$ cat src/rtl/les_pkg.sv
// ----------------------------------------------------------------------------
// Lorenz Euler step package
// Shared types, constants and fixed-point helper functions.
// ----------------------------------------------------------------------------
`default_nettype none

package les_pkg;

	localparam int CFG_IDX_W  = 3;
	localparam int CFG_DATA_W = 31;
	localparam int PIX_W      = 13;

	typedef enum logic [3:0] {
		OP_NOP         = 4'd0,
		OP_DIFF_YX     = 4'd1,
		OP_MUL_SIGMA   = 4'd2,
		OP_MUL_DT_PROD = 4'd3,
		OP_UPD_X       = 4'd4,
		OP_MUL_X_ACC   = 4'd5,
		OP_SUB_Y       = 4'd6,
		OP_MUL_DT_ACC  = 4'd7,
		OP_UPD_Y       = 4'd8,
		OP_MUL_XY      = 4'd9,
		OP_MUL_BETA    = 4'd10,
		OP_SUB_PROD    = 4'd11,
		OP_UPD_Z       = 4'd12
	} op_t;

	typedef struct packed {
		op_t op;
	} les_cmd_t;

	function automatic logic signed [31:0] sat33(input logic signed [32:0] v);
		logic signed [31:0] r;
		if (v[32] != v[31]) begin
			r = v[32] ? 32'sh8000_0000 : 32'sh7fff_ffff;
		end else begin
			r = v[31:0];
		end
		return r;
	endfunction

	function automatic logic signed [31:0] qsat(input logic signed [63:0] p);
		logic signed [39:0] s;
		logic signed [31:0] r;
		s = p[63:24];
		if ((s[39:31] != 9'h000) && (s[39:31] != 9'h1ff)) begin
			r = s[39] ? 32'sh8000_0000 : 32'sh7fff_ffff;
		end else begin
			r = s[31:0];
		end
		return r;
	endfunction

endpackage

`default_nettype wire

$ cat src/rtl/les_ctrl.sv
// ----------------------------------------------------------------------------
// Lorenz Euler step controller
// Sequences the datapath through the x, y and z updates of one step.
// ----------------------------------------------------------------------------
`default_nettype none

module les_ctrl
	import les_pkg::*;
(
	input  wire logic     clk,
	input  wire logic     arst_n,
	input  wire logic     tick_valid,
	output logic          tick_stall,
	input  wire logic     tick,
	output logic          res_valid,
	input  wire logic     res_stall,
	output les_cmd_t      cmd
);

	typedef enum logic [14:0] {
		ST_IDLE = 15'b000000000000001,
		ST_X0   = 15'b000000000000010,
		ST_X1   = 15'b000000000000100,
		ST_X2   = 15'b000000000001000,
		ST_X3   = 15'b000000000010000,
		ST_Y1   = 15'b000000000100000,
		ST_Y2   = 15'b000000001000000,
		ST_Y3   = 15'b000000010000000,
		ST_Y4   = 15'b000000100000000,
		ST_Z1   = 15'b000001000000000,
		ST_Z2   = 15'b000010000000000,
		ST_Z3   = 15'b000100000000000,
		ST_Z4   = 15'b001000000000000,
		ST_Z5   = 15'b010000000000000,
		ST_DONE = 15'b100000000000000
	} state_t;

	state_t state_q;
	state_t state_d;

	always_comb begin
		state_d = state_q;
		cmd.op  = OP_NOP;
		case (state_q)
			ST_IDLE: begin
				if (tick_valid && tick) begin
					state_d = ST_X0;
				end
			end
			ST_X0: begin
				cmd.op  = OP_DIFF_YX;
				state_d = ST_X1;
			end
			ST_X1: begin
				cmd.op  = OP_MUL_SIGMA;
				state_d = ST_X2;
			end
			ST_X2: begin
				cmd.op  = OP_MUL_DT_PROD;
				state_d = ST_X3;
			end
			ST_X3: begin
				cmd.op  = OP_UPD_X;
				state_d = ST_Y1;
			end
			ST_Y1: begin
				cmd.op  = OP_MUL_X_ACC;
				state_d = ST_Y2;
			end
			ST_Y2: begin
				cmd.op  = OP_SUB_Y;
				state_d = ST_Y3;
			end
			ST_Y3: begin
				cmd.op  = OP_MUL_DT_ACC;
				state_d = ST_Y4;
			end
			ST_Y4: begin
				cmd.op  = OP_UPD_Y;
				state_d = ST_Z1;
			end
			ST_Z1: begin
				cmd.op  = OP_MUL_XY;
				state_d = ST_Z2;
			end
			ST_Z2: begin
				cmd.op  = OP_MUL_BETA;
				state_d = ST_Z3;
			end
			ST_Z3: begin
				cmd.op  = OP_SUB_PROD;
				state_d = ST_Z4;
			end
			ST_Z4: begin
				cmd.op  = OP_MUL_DT_ACC;
				state_d = ST_Z5;
			end
			ST_Z5: begin
				cmd.op  = OP_UPD_Z;
				state_d = ST_DONE;
			end
			ST_DONE: begin
				if (!res_stall) begin
					state_d = ST_IDLE;
				end
			end
			default: begin
				state_d = ST_IDLE;
			end
		endcase
	end

	always_ff @(posedge clk or negedge arst_n) begin
		if (!arst_n) begin
			state_q <= ST_IDLE;
		end else begin
			state_q <= state_d;
		end
	end

	assign tick_stall = (state_q != ST_IDLE);
	assign res_valid  = (state_q == ST_DONE);

endmodule

`default_nettype wire

$ cat src/rtl/les_dp.sv
// ----------------------------------------------------------------------------
// Lorenz Euler step datapath
// Configuration registers, state, one shared multiplier and the pixel mapping.
// ----------------------------------------------------------------------------
`default_nettype none

module les_dp
	import les_pkg::*;
#(
	parameter int FRAME_WIDTH  = 1000,
	parameter int FRAME_HEIGHT = 800
) (
	input  wire logic                    clk,
	input  wire logic                    arst_n,
	input  wire logic                    cfg_write,
	input  wire logic [CFG_IDX_W-1:0]    cfg_index,
	input  wire logic [CFG_DATA_W-1:0]   cfg_data,
	input  wire les_cmd_t                cmd,
	output logic signed [31:0]           x_value,
	output logic signed [31:0]           y_value,
	output logic signed [31:0]           z_value,
	output logic signed [PIX_W-1:0]      pixel_column,
	output logic signed [PIX_W-1:0]      pixel_row,
	output logic                         in_frame
);

	localparam logic [CFG_IDX_W-1:0] CFG_SIGMA = 3'd0;
	localparam logic [CFG_IDX_W-1:0] CFG_RHO   = 3'd1;
	localparam logic [CFG_IDX_W-1:0] CFG_BETA  = 3'd2;
	localparam logic [CFG_IDX_W-1:0] CFG_DT    = 3'd3;

	logic [30:0]        sigma_q;
	logic [30:0]        rho_q;
	logic [30:0]        beta_q;
	logic [24:0]        dt_q;
	logic signed [31:0] x_q;
	logic signed [31:0] y_q;
	logic signed [31:0] z_q;
	logic signed [31:0] acc_q;
	logic signed [63:0] prod_q;
	logic signed [PIX_W-1:0] col_q;
	logic signed [PIX_W-1:0] row_q;
	logic               in_frame_q;

	logic signed [31:0] qprod;
	logic signed [31:0] mul_a;
	logic signed [31:0] mul_b;
	logic signed [63:0] mul_p;
	logic signed [31:0] x_new;
	logic signed [31:0] y_new;
	logic signed [31:0] z_new;
	logic signed [31:0] diff_yx;
	logic signed [31:0] diff_rz;
	logic signed [31:0] diff_py;
	logic signed [31:0] diff_ap;
	logic signed [37:0] col_full;
	logic signed [37:0] row_full;
	logic signed [37:0] col_trunc;
	logic signed [37:0] row_trunc;
	logic signed [13:0] col_int;
	logic signed [13:0] row_int;
	logic               col_ok;
	logic               row_ok;

	always_ff @(posedge clk or negedge arst_n) begin
		if (!arst_n) begin
			sigma_q <= 31'd167772160;
			rho_q   <= 31'd469762048;
			beta_q  <= 31'd44739243;
			dt_q    <= 25'd1678;
		end else if (cfg_write) begin
			case (cfg_index)
				CFG_SIGMA: sigma_q <= cfg_data;
				CFG_RHO:   rho_q   <= cfg_data;
				CFG_BETA:  beta_q  <= cfg_data;
				CFG_DT:    dt_q    <= cfg_data[24:0];
				default: begin
				end
			endcase
		end
	end

	assign qprod   = qsat(prod_q);
	assign diff_yx = sat33({y_q[31], y_q} - {x_q[31], x_q});
	assign diff_rz = sat33({2'b00, rho_q} - {z_q[31], z_q});
	assign diff_py = sat33({qprod[31], qprod} - {y_q[31], y_q});
	assign diff_ap = sat33({acc_q[31], acc_q} - {qprod[31], qprod});
	assign x_new   = sat33({x_q[31], x_q} + {qprod[31], qprod});
	assign y_new   = sat33({y_q[31], y_q} + {qprod[31], qprod});
	assign z_new   = sat33({z_q[31], z_q} + {qprod[31], qprod});

	always_comb begin
		mul_a = acc_q;
		mul_b = {7'd0, dt_q};
		case (cmd.op)
			OP_MUL_SIGMA: begin
				mul_a = {1'b0, sigma_q};
				mul_b = acc_q;
			end
			OP_MUL_DT_PROD: begin
				mul_a = qprod;
				mul_b = {7'd0, dt_q};
			end
			OP_MUL_X_ACC: begin
				mul_a = x_q;
				mul_b = acc_q;
			end
			OP_MUL_DT_ACC: begin
				mul_a = acc_q;
				mul_b = {7'd0, dt_q};
			end
			OP_MUL_XY: begin
				mul_a = x_q;
				mul_b = y_q;
			end
			OP_MUL_BETA: begin
				mul_a = {1'b0, beta_q};
				mul_b = z_q;
			end
			default: begin
			end
		endcase
	end

	assign mul_p = mul_a * mul_b;

	// Pixel mapping works from the final x and y, with truncation toward zero.
	assign col_full  = (38'sd500 <<< 24) + ({{6{x_q[31]}}, x_q} <<< 4)
		+ ({{6{x_q[31]}}, x_q} <<< 2);
	assign row_full  = (38'sd400 <<< 24) + ({{6{y_q[31]}}, y_q} <<< 4)
		- ({{6{y_q[31]}}, y_q} <<< 1);
	assign col_trunc = col_full[37] ? col_full + 38'sd16777215 : col_full;
	assign row_trunc = row_full[37] ? row_full + 38'sd16777215 : row_full;
	assign col_int   = col_trunc[37:24];
	assign row_int   = row_trunc[37:24];
	assign col_ok    = !col_int[13] && (col_int[12:0] < 13'(FRAME_WIDTH));
	assign row_ok    = !row_int[13] && (row_int[12:0] < 13'(FRAME_HEIGHT));

	always_ff @(posedge clk or negedge arst_n) begin
		if (!arst_n) begin
			x_q <= 32'sd16777216;
			y_q <= 32'sd8388608;
			z_q <= 32'sd1677722;
		end else begin
			case (cmd.op)
				OP_UPD_X: x_q <= x_new;
				OP_UPD_Y: y_q <= y_new;
				OP_UPD_Z: z_q <= z_new;
				default: begin
				end
			endcase
		end
	end

	always_ff @(posedge clk) begin
		case (cmd.op)
			OP_DIFF_YX:     acc_q <= diff_yx;
			OP_UPD_X:       acc_q <= diff_rz;
			OP_SUB_Y:       acc_q <= diff_py;
			OP_MUL_BETA:    acc_q <= qprod;
			OP_SUB_PROD:    acc_q <= diff_ap;
			default: begin
			end
		endcase
		case (cmd.op)
			OP_MUL_SIGMA, OP_MUL_DT_PROD, OP_MUL_X_ACC, OP_MUL_DT_ACC,
			OP_MUL_XY, OP_MUL_BETA: begin
				prod_q <= mul_p;
			end
			default: begin
			end
		endcase
	end

	// The x and y states are final once the z update runs.
	always_ff @(posedge clk) begin
		if (cmd.op == OP_UPD_Z) begin
			col_q      <= col_int[PIX_W-1:0];
			row_q      <= row_int[PIX_W-1:0];
			in_frame_q <= col_ok && row_ok;
		end
	end

	assign x_value      = x_q;
	assign y_value      = y_q;
	assign z_value      = z_q;
	assign pixel_column = col_q;
	assign pixel_row    = row_q;
	assign in_frame     = in_frame_q;

endmodule

`default_nettype wire

$ cat src/rtl/lorenz_euler_step.sv
// ----------------------------------------------------------------------------
// Lorenz Euler step
// One forward-Euler step of the Lorenz system in Q8.24 per request, with the
// x-y projection pixel of the new state.
// ----------------------------------------------------------------------------
//  Channel   Handshake                 Payload
//  request   tick_valid / tick_stall   tick
//  result    res_valid / res_stall     x_value y_value z_value pixel_column
//                                      pixel_row in_frame
//  config    cfg_write                 cfg_index cfg_data
//
// The result turns valid after a request with tick set is taken and the controller
// has run the x, y and z update states in order; the products of each update
// share one 32x32 multiplier, so they run one after another.
// A request with tick clear is taken and gives no result.
// The next request is taken in the cycle after the result is taken.
// Reset loads the default coefficients and the initial state.
// ----------------------------------------------------------------------------
`default_nettype none

module lorenz_euler_step
	import les_pkg::*;
#(
	parameter int FRAME_WIDTH  = 1000,
	parameter int FRAME_HEIGHT = 800
) (
	input  wire logic                    clk,
	input  wire logic                    arst_n,
	input  wire logic                    cfg_write,
	input  wire logic [CFG_IDX_W-1:0]    cfg_index,
	input  wire logic [CFG_DATA_W-1:0]   cfg_data,
	input  wire logic                    tick_valid,
	output logic                         tick_stall,
	input  wire logic                    tick,
	output logic                         res_valid,
	input  wire logic                    res_stall,
	output logic signed [31:0]           x_value,
	output logic signed [31:0]           y_value,
	output logic signed [31:0]           z_value,
	output logic signed [PIX_W-1:0]      pixel_column,
	output logic signed [PIX_W-1:0]      pixel_row,
	output logic                         in_frame
);

	les_cmd_t cmd;

	les_ctrl u_ctrl (
		.clk        (clk),
		.arst_n     (arst_n),
		.tick_valid (tick_valid),
		.tick_stall (tick_stall),
		.tick       (tick),
		.res_valid  (res_valid),
		.res_stall  (res_stall),
		.cmd        (cmd)
	);

	les_dp #(
		.FRAME_WIDTH  (FRAME_WIDTH),
		.FRAME_HEIGHT (FRAME_HEIGHT)
	) u_dp (
		.clk          (clk),
		.arst_n       (arst_n),
		.cfg_write    (cfg_write),
		.cfg_index    (cfg_index),
		.cfg_data     (cfg_data),
		.cmd          (cmd),
		.x_value      (x_value),
		.y_value      (y_value),
		.z_value      (z_value),
		.pixel_column (pixel_column),
		.pixel_row    (pixel_row),
		.in_frame     (in_frame)
	);

endmodule

`default_nettype wire

$ cat config.mk
export PLATFORM = sky130hd
export DESIGN_NAME = lorenz_euler_step
export DESIGN_NICKNAME = d
export VERILOG_FILES = /design/src/rtl/les_pkg.sv /design/src/rtl/les_ctrl.sv /design/src/rtl/les_dp.sv /design/src/rtl/lorenz_euler_step.sv
export SDC_FILE = /design/constraint.sdc
export NUM_CORES = 2
export LEC_CHECK = 0
export BUFFER_PORTS_ARGS = -buffer_cell sky130_fd_sc_hd__buf_2
export CAP_MARGIN = 20
export CELL_PAD_IN_SITES_DETAIL_PLACEMENT = 0
export CELL_PAD_IN_SITES_GLOBAL_PLACEMENT = 1
export CORE_MARGIN = 5
export CORE_UTILIZATION = 55
export DETAILED_ROUTE_END_ITERATION = 10
export PLACE_DENSITY_LB_ADDON = 0.1
export SLEW_MARGIN = 10
export SYNTH_ARGS = -nofsm -noshare
export SYNTH_HDL_FRONTEND = slang
export SYNTH_SLANG_ARGS = --single-unit
$ cat constraint.sdc
create_clock -name clk -period 21.8 [get_ports clk]
set_input_delay 1.09 -clock clk [delete_from_list [all_inputs] [get_ports clk]]
set_output_delay 1.09 -clock clk [all_outputs]
set_load 0.02 [all_outputs]
==> impl_metrics.csv <==
group,metric,value,unit
critical_path,worstPathMaxFanout,40,
sta,finalHoldViolCount,0,
sta,skew,0.0486,ns
drt,dr.pass1.iters,8,
drt,wire_per_inst,29.1,µm
global_routing,grtUsageTotal,42.2,%
floorplanning,fp.dieW,359,µm
floorplanning,ioPinCount,165,
synthesis,syn-num-nets,9255,
worst_hold_path,min_path_type,"input pin to async pin",
drt,drtIter0Drc,7015,
sta,max_freq,78.5,MHz
placed_design,gp_congestion,1.09,
sta,rsz0062_at_grt,"false",
critical_path,cp.required,22.16,ns
sta,finalSetupTns,0,ns
clock_network,cts_buffer_depth,3,
placed_design,place_area,0.0703,mm²
critical_path,arrival,13.10,ns
floorplanning,fp.dieH,359,µm
clock_network,clk_pin_slew,0.06,ns
clock_network,numCtsBuffers,42,
synthesis,synth_edf_count,99,
flow_run,drv_cap,0,
synthesis,ys_seq_area_share,13.1,%
synthesis,ys_types,107,
clock_network,cts_setup_buffers,0,
sta,relSlewSlack,5.26,%
clock_network,cts-hold-fix-buffers,0,
synthesis,synthFlopType,"dfrtp_1",
placed_design,port_buffers,164,
critical_path,worstRegToRegCells,41,
clock_network,clk_latency,0.63,ns
critical_path,end_kind,"flip-flop",
floorplanning,start_util,55.6,%
floorplanning,core-area,0.120,mm²
clock_network,clock-root-buffer,"clkbuf_16",
floorplanning,num_rows,127,
drt,via_per_inst,6.36,
sta,worst_pin_slew,1.41,ns
global_routing,antenna_found_initial,25,
drt,detail-route-antenna-nets,0,
critical_path,cp_common_cell,"fa_1",
synthesis,synth.avg_cell_area,8.80,µm²
global_routing,grt_pass1_vias,58700,
clock_network,cts_tree,"done",
placed_design,dpl.hpwl,214000,µm
clock_network,cts_resized,0,
sta,period_share,58.4,%
outcome,status,"finished, final reports clean",
synthesis,yosys_warnings,0,
finish,area_growth,7.48,%
global_routing,grt_max_degree,175,
global_routing,grt_pass1_wl,395000,µm
synthesis,synth-async-reset-ratio,69.8,%
sta,slew_viol_final,0,
floorplanning,design.die.area,0.129,mm²
critical_path,cpPeakStageDelay,0.76,ns
clock_network,cts.sink_count,328,
sta,layout_min_cycle_time,12.73,ns
critical_path,cpMaxStageDelayCell,"or4_1",
drt,wirelength,271000,µm
synthesis,netlist_area,0.0668,mm²
placed_design,pre_cts_ws,9.35,ns
clock_network,htreeDepth,2,
synthesis,synth-seq-cells,328,
drt,drc_errors,0,
synthesis,synthCells,7598,
sta,setup_ws,9.07,ns
finish,drive_gt1_share,9.46,%
critical_path,critPathKind,"flip-flop to flip-flop",
finish,fin_nets,9312,
critical_path,startpoint_type,"flip-flop",
sta,setup_viol,0,
finish,design_area,0.0718,mm²
drt,vias,59300,
global_routing,grt_overflow,0,
[worst max-delay path, delay by kind of cell (launching register included)]
family | cells | cell delay [ns]
adder cells (fa/ha/maj) | 9 | 4.25
AO/OA/AOI/OAI | 14 | 3.64
buffers and inverters | 11 | 2.24
AND/OR/NAND/NOR | 6 | 1.63
flip-flops | 1 | 0.45
XOR/XNOR | 1 | 0.16
[cell usage in the layout (no fill, tap or decap), drive strengths merged, types with 48 or more instances in the layout]
cell type,n
a21o,183
a21oi,481
a221oi,61
a22o,48
buf,359
clkbuf,53
dfrtp,190
edfxtp,99
fa,1090
ha,527
inv,1190
maj3,48
mux2,122
nand2,759
nand2b,71
nand3,65
nor2,806
nor2b,58
nor3,59
o21a,68
o21ai,338
xnor2,199
xor2,99
[final timing paths]
| path | startpoint | end | slack (ns) |
|---|---|---|---|
| setup / recovery | u_ctrl.state_q[5] | u_dp.prod_q[61] | 9.07 |
| hold / removal | arst_n | u_dp.y_value[31] | 0.42 |
| setup reg to reg | u_ctrl.state_q[5] | u_dp.prod_q[61] | 9.07 |
| hold reg to reg | u_ctrl.state_q[13] | u_ctrl.state_q[13] | 0.48 |
| max in group asynchronous | arst_n | u_dp.z_value[2] | 19.95 |
| min in group clk | u_ctrl.state_q[13] | u_ctrl.state_q[13] | 0.48 |
[layout make-up]
cell class / instances / area (µm²)
antenna: 11 / 27.5
clock buffer: 53 / 1150
clock inverter: 25 / 274
fill: 10900 / 48500
inverter: 1189 / 4460
multi-input combinational: 5735 / 52800
sequential: 328 / 8750
tap: 1612 / 2020
timing repair buffer: 359 / 2360
[metrics by stage]
step | util, % | instances | hold slack (ns)
floorplan | - | 7598 | 0.446
global placement | 58.4 | 9218 | 0.464
detailed placement | 58.5 | 9221 | 0.470
CTS | 59.7 | 9299 | 0.415
global route | 59.7 | 9303 | 0.448
finish | 59.7 | 9312 | 0.417
[logic make-up after synthesis]
group	synth area share (%)
compound gates	15.2
xor+xnor	3.91
fa+ha+maj	43.2
buf+inv	8.66
flops	13.1
mux	2.19
simple gates	13.7
[state kept, by name, summed over array words and instances, names as in the netlist, 15 cells and up]
| name | cells |
|---|---|
| u_dp.dt_q | 25 |
| u_dp.prod_q | 40 |
| u_dp.beta_q | 31 |
| u_dp.z_value | 32 |
| u_dp.y_value | 32 |
| u_dp.rho_q | 31 |
| u_dp.sigma_q | 31 |
| u_dp.acc_q | 32 |
| u_ctrl.state_q | 15 |
| u_dp.x_value | 32 |
[metal layers]
layer	GRT usage [%]	share of wire (%)	routed length, µm
met4	18.8	5.9	16000
met5	0	0.044	120
met2	61.0	41	112000
met1	57.0	39	106000
met3	15.8	14	37300
[synth_stat cells (122+ instances only)]
cell type	count	area share, %
clkbuf_1	312	1.8
ha_1	527	9.9
a21o_1	183	2.1
o21ai_0	304	2.3
fa_1	1090	33
xnor2_1	199	2.6
nand2_1	759	4.3
inv_1	1184	6.7
a21oi_1	477	3.6
mux2_2	122	2.1
dfrtp_1	190	7.1
nor2_1	805	4.5
Power is not shown: default switching activity piles up to over one toggle a cycle in this logic, so the estimate is an artifact.
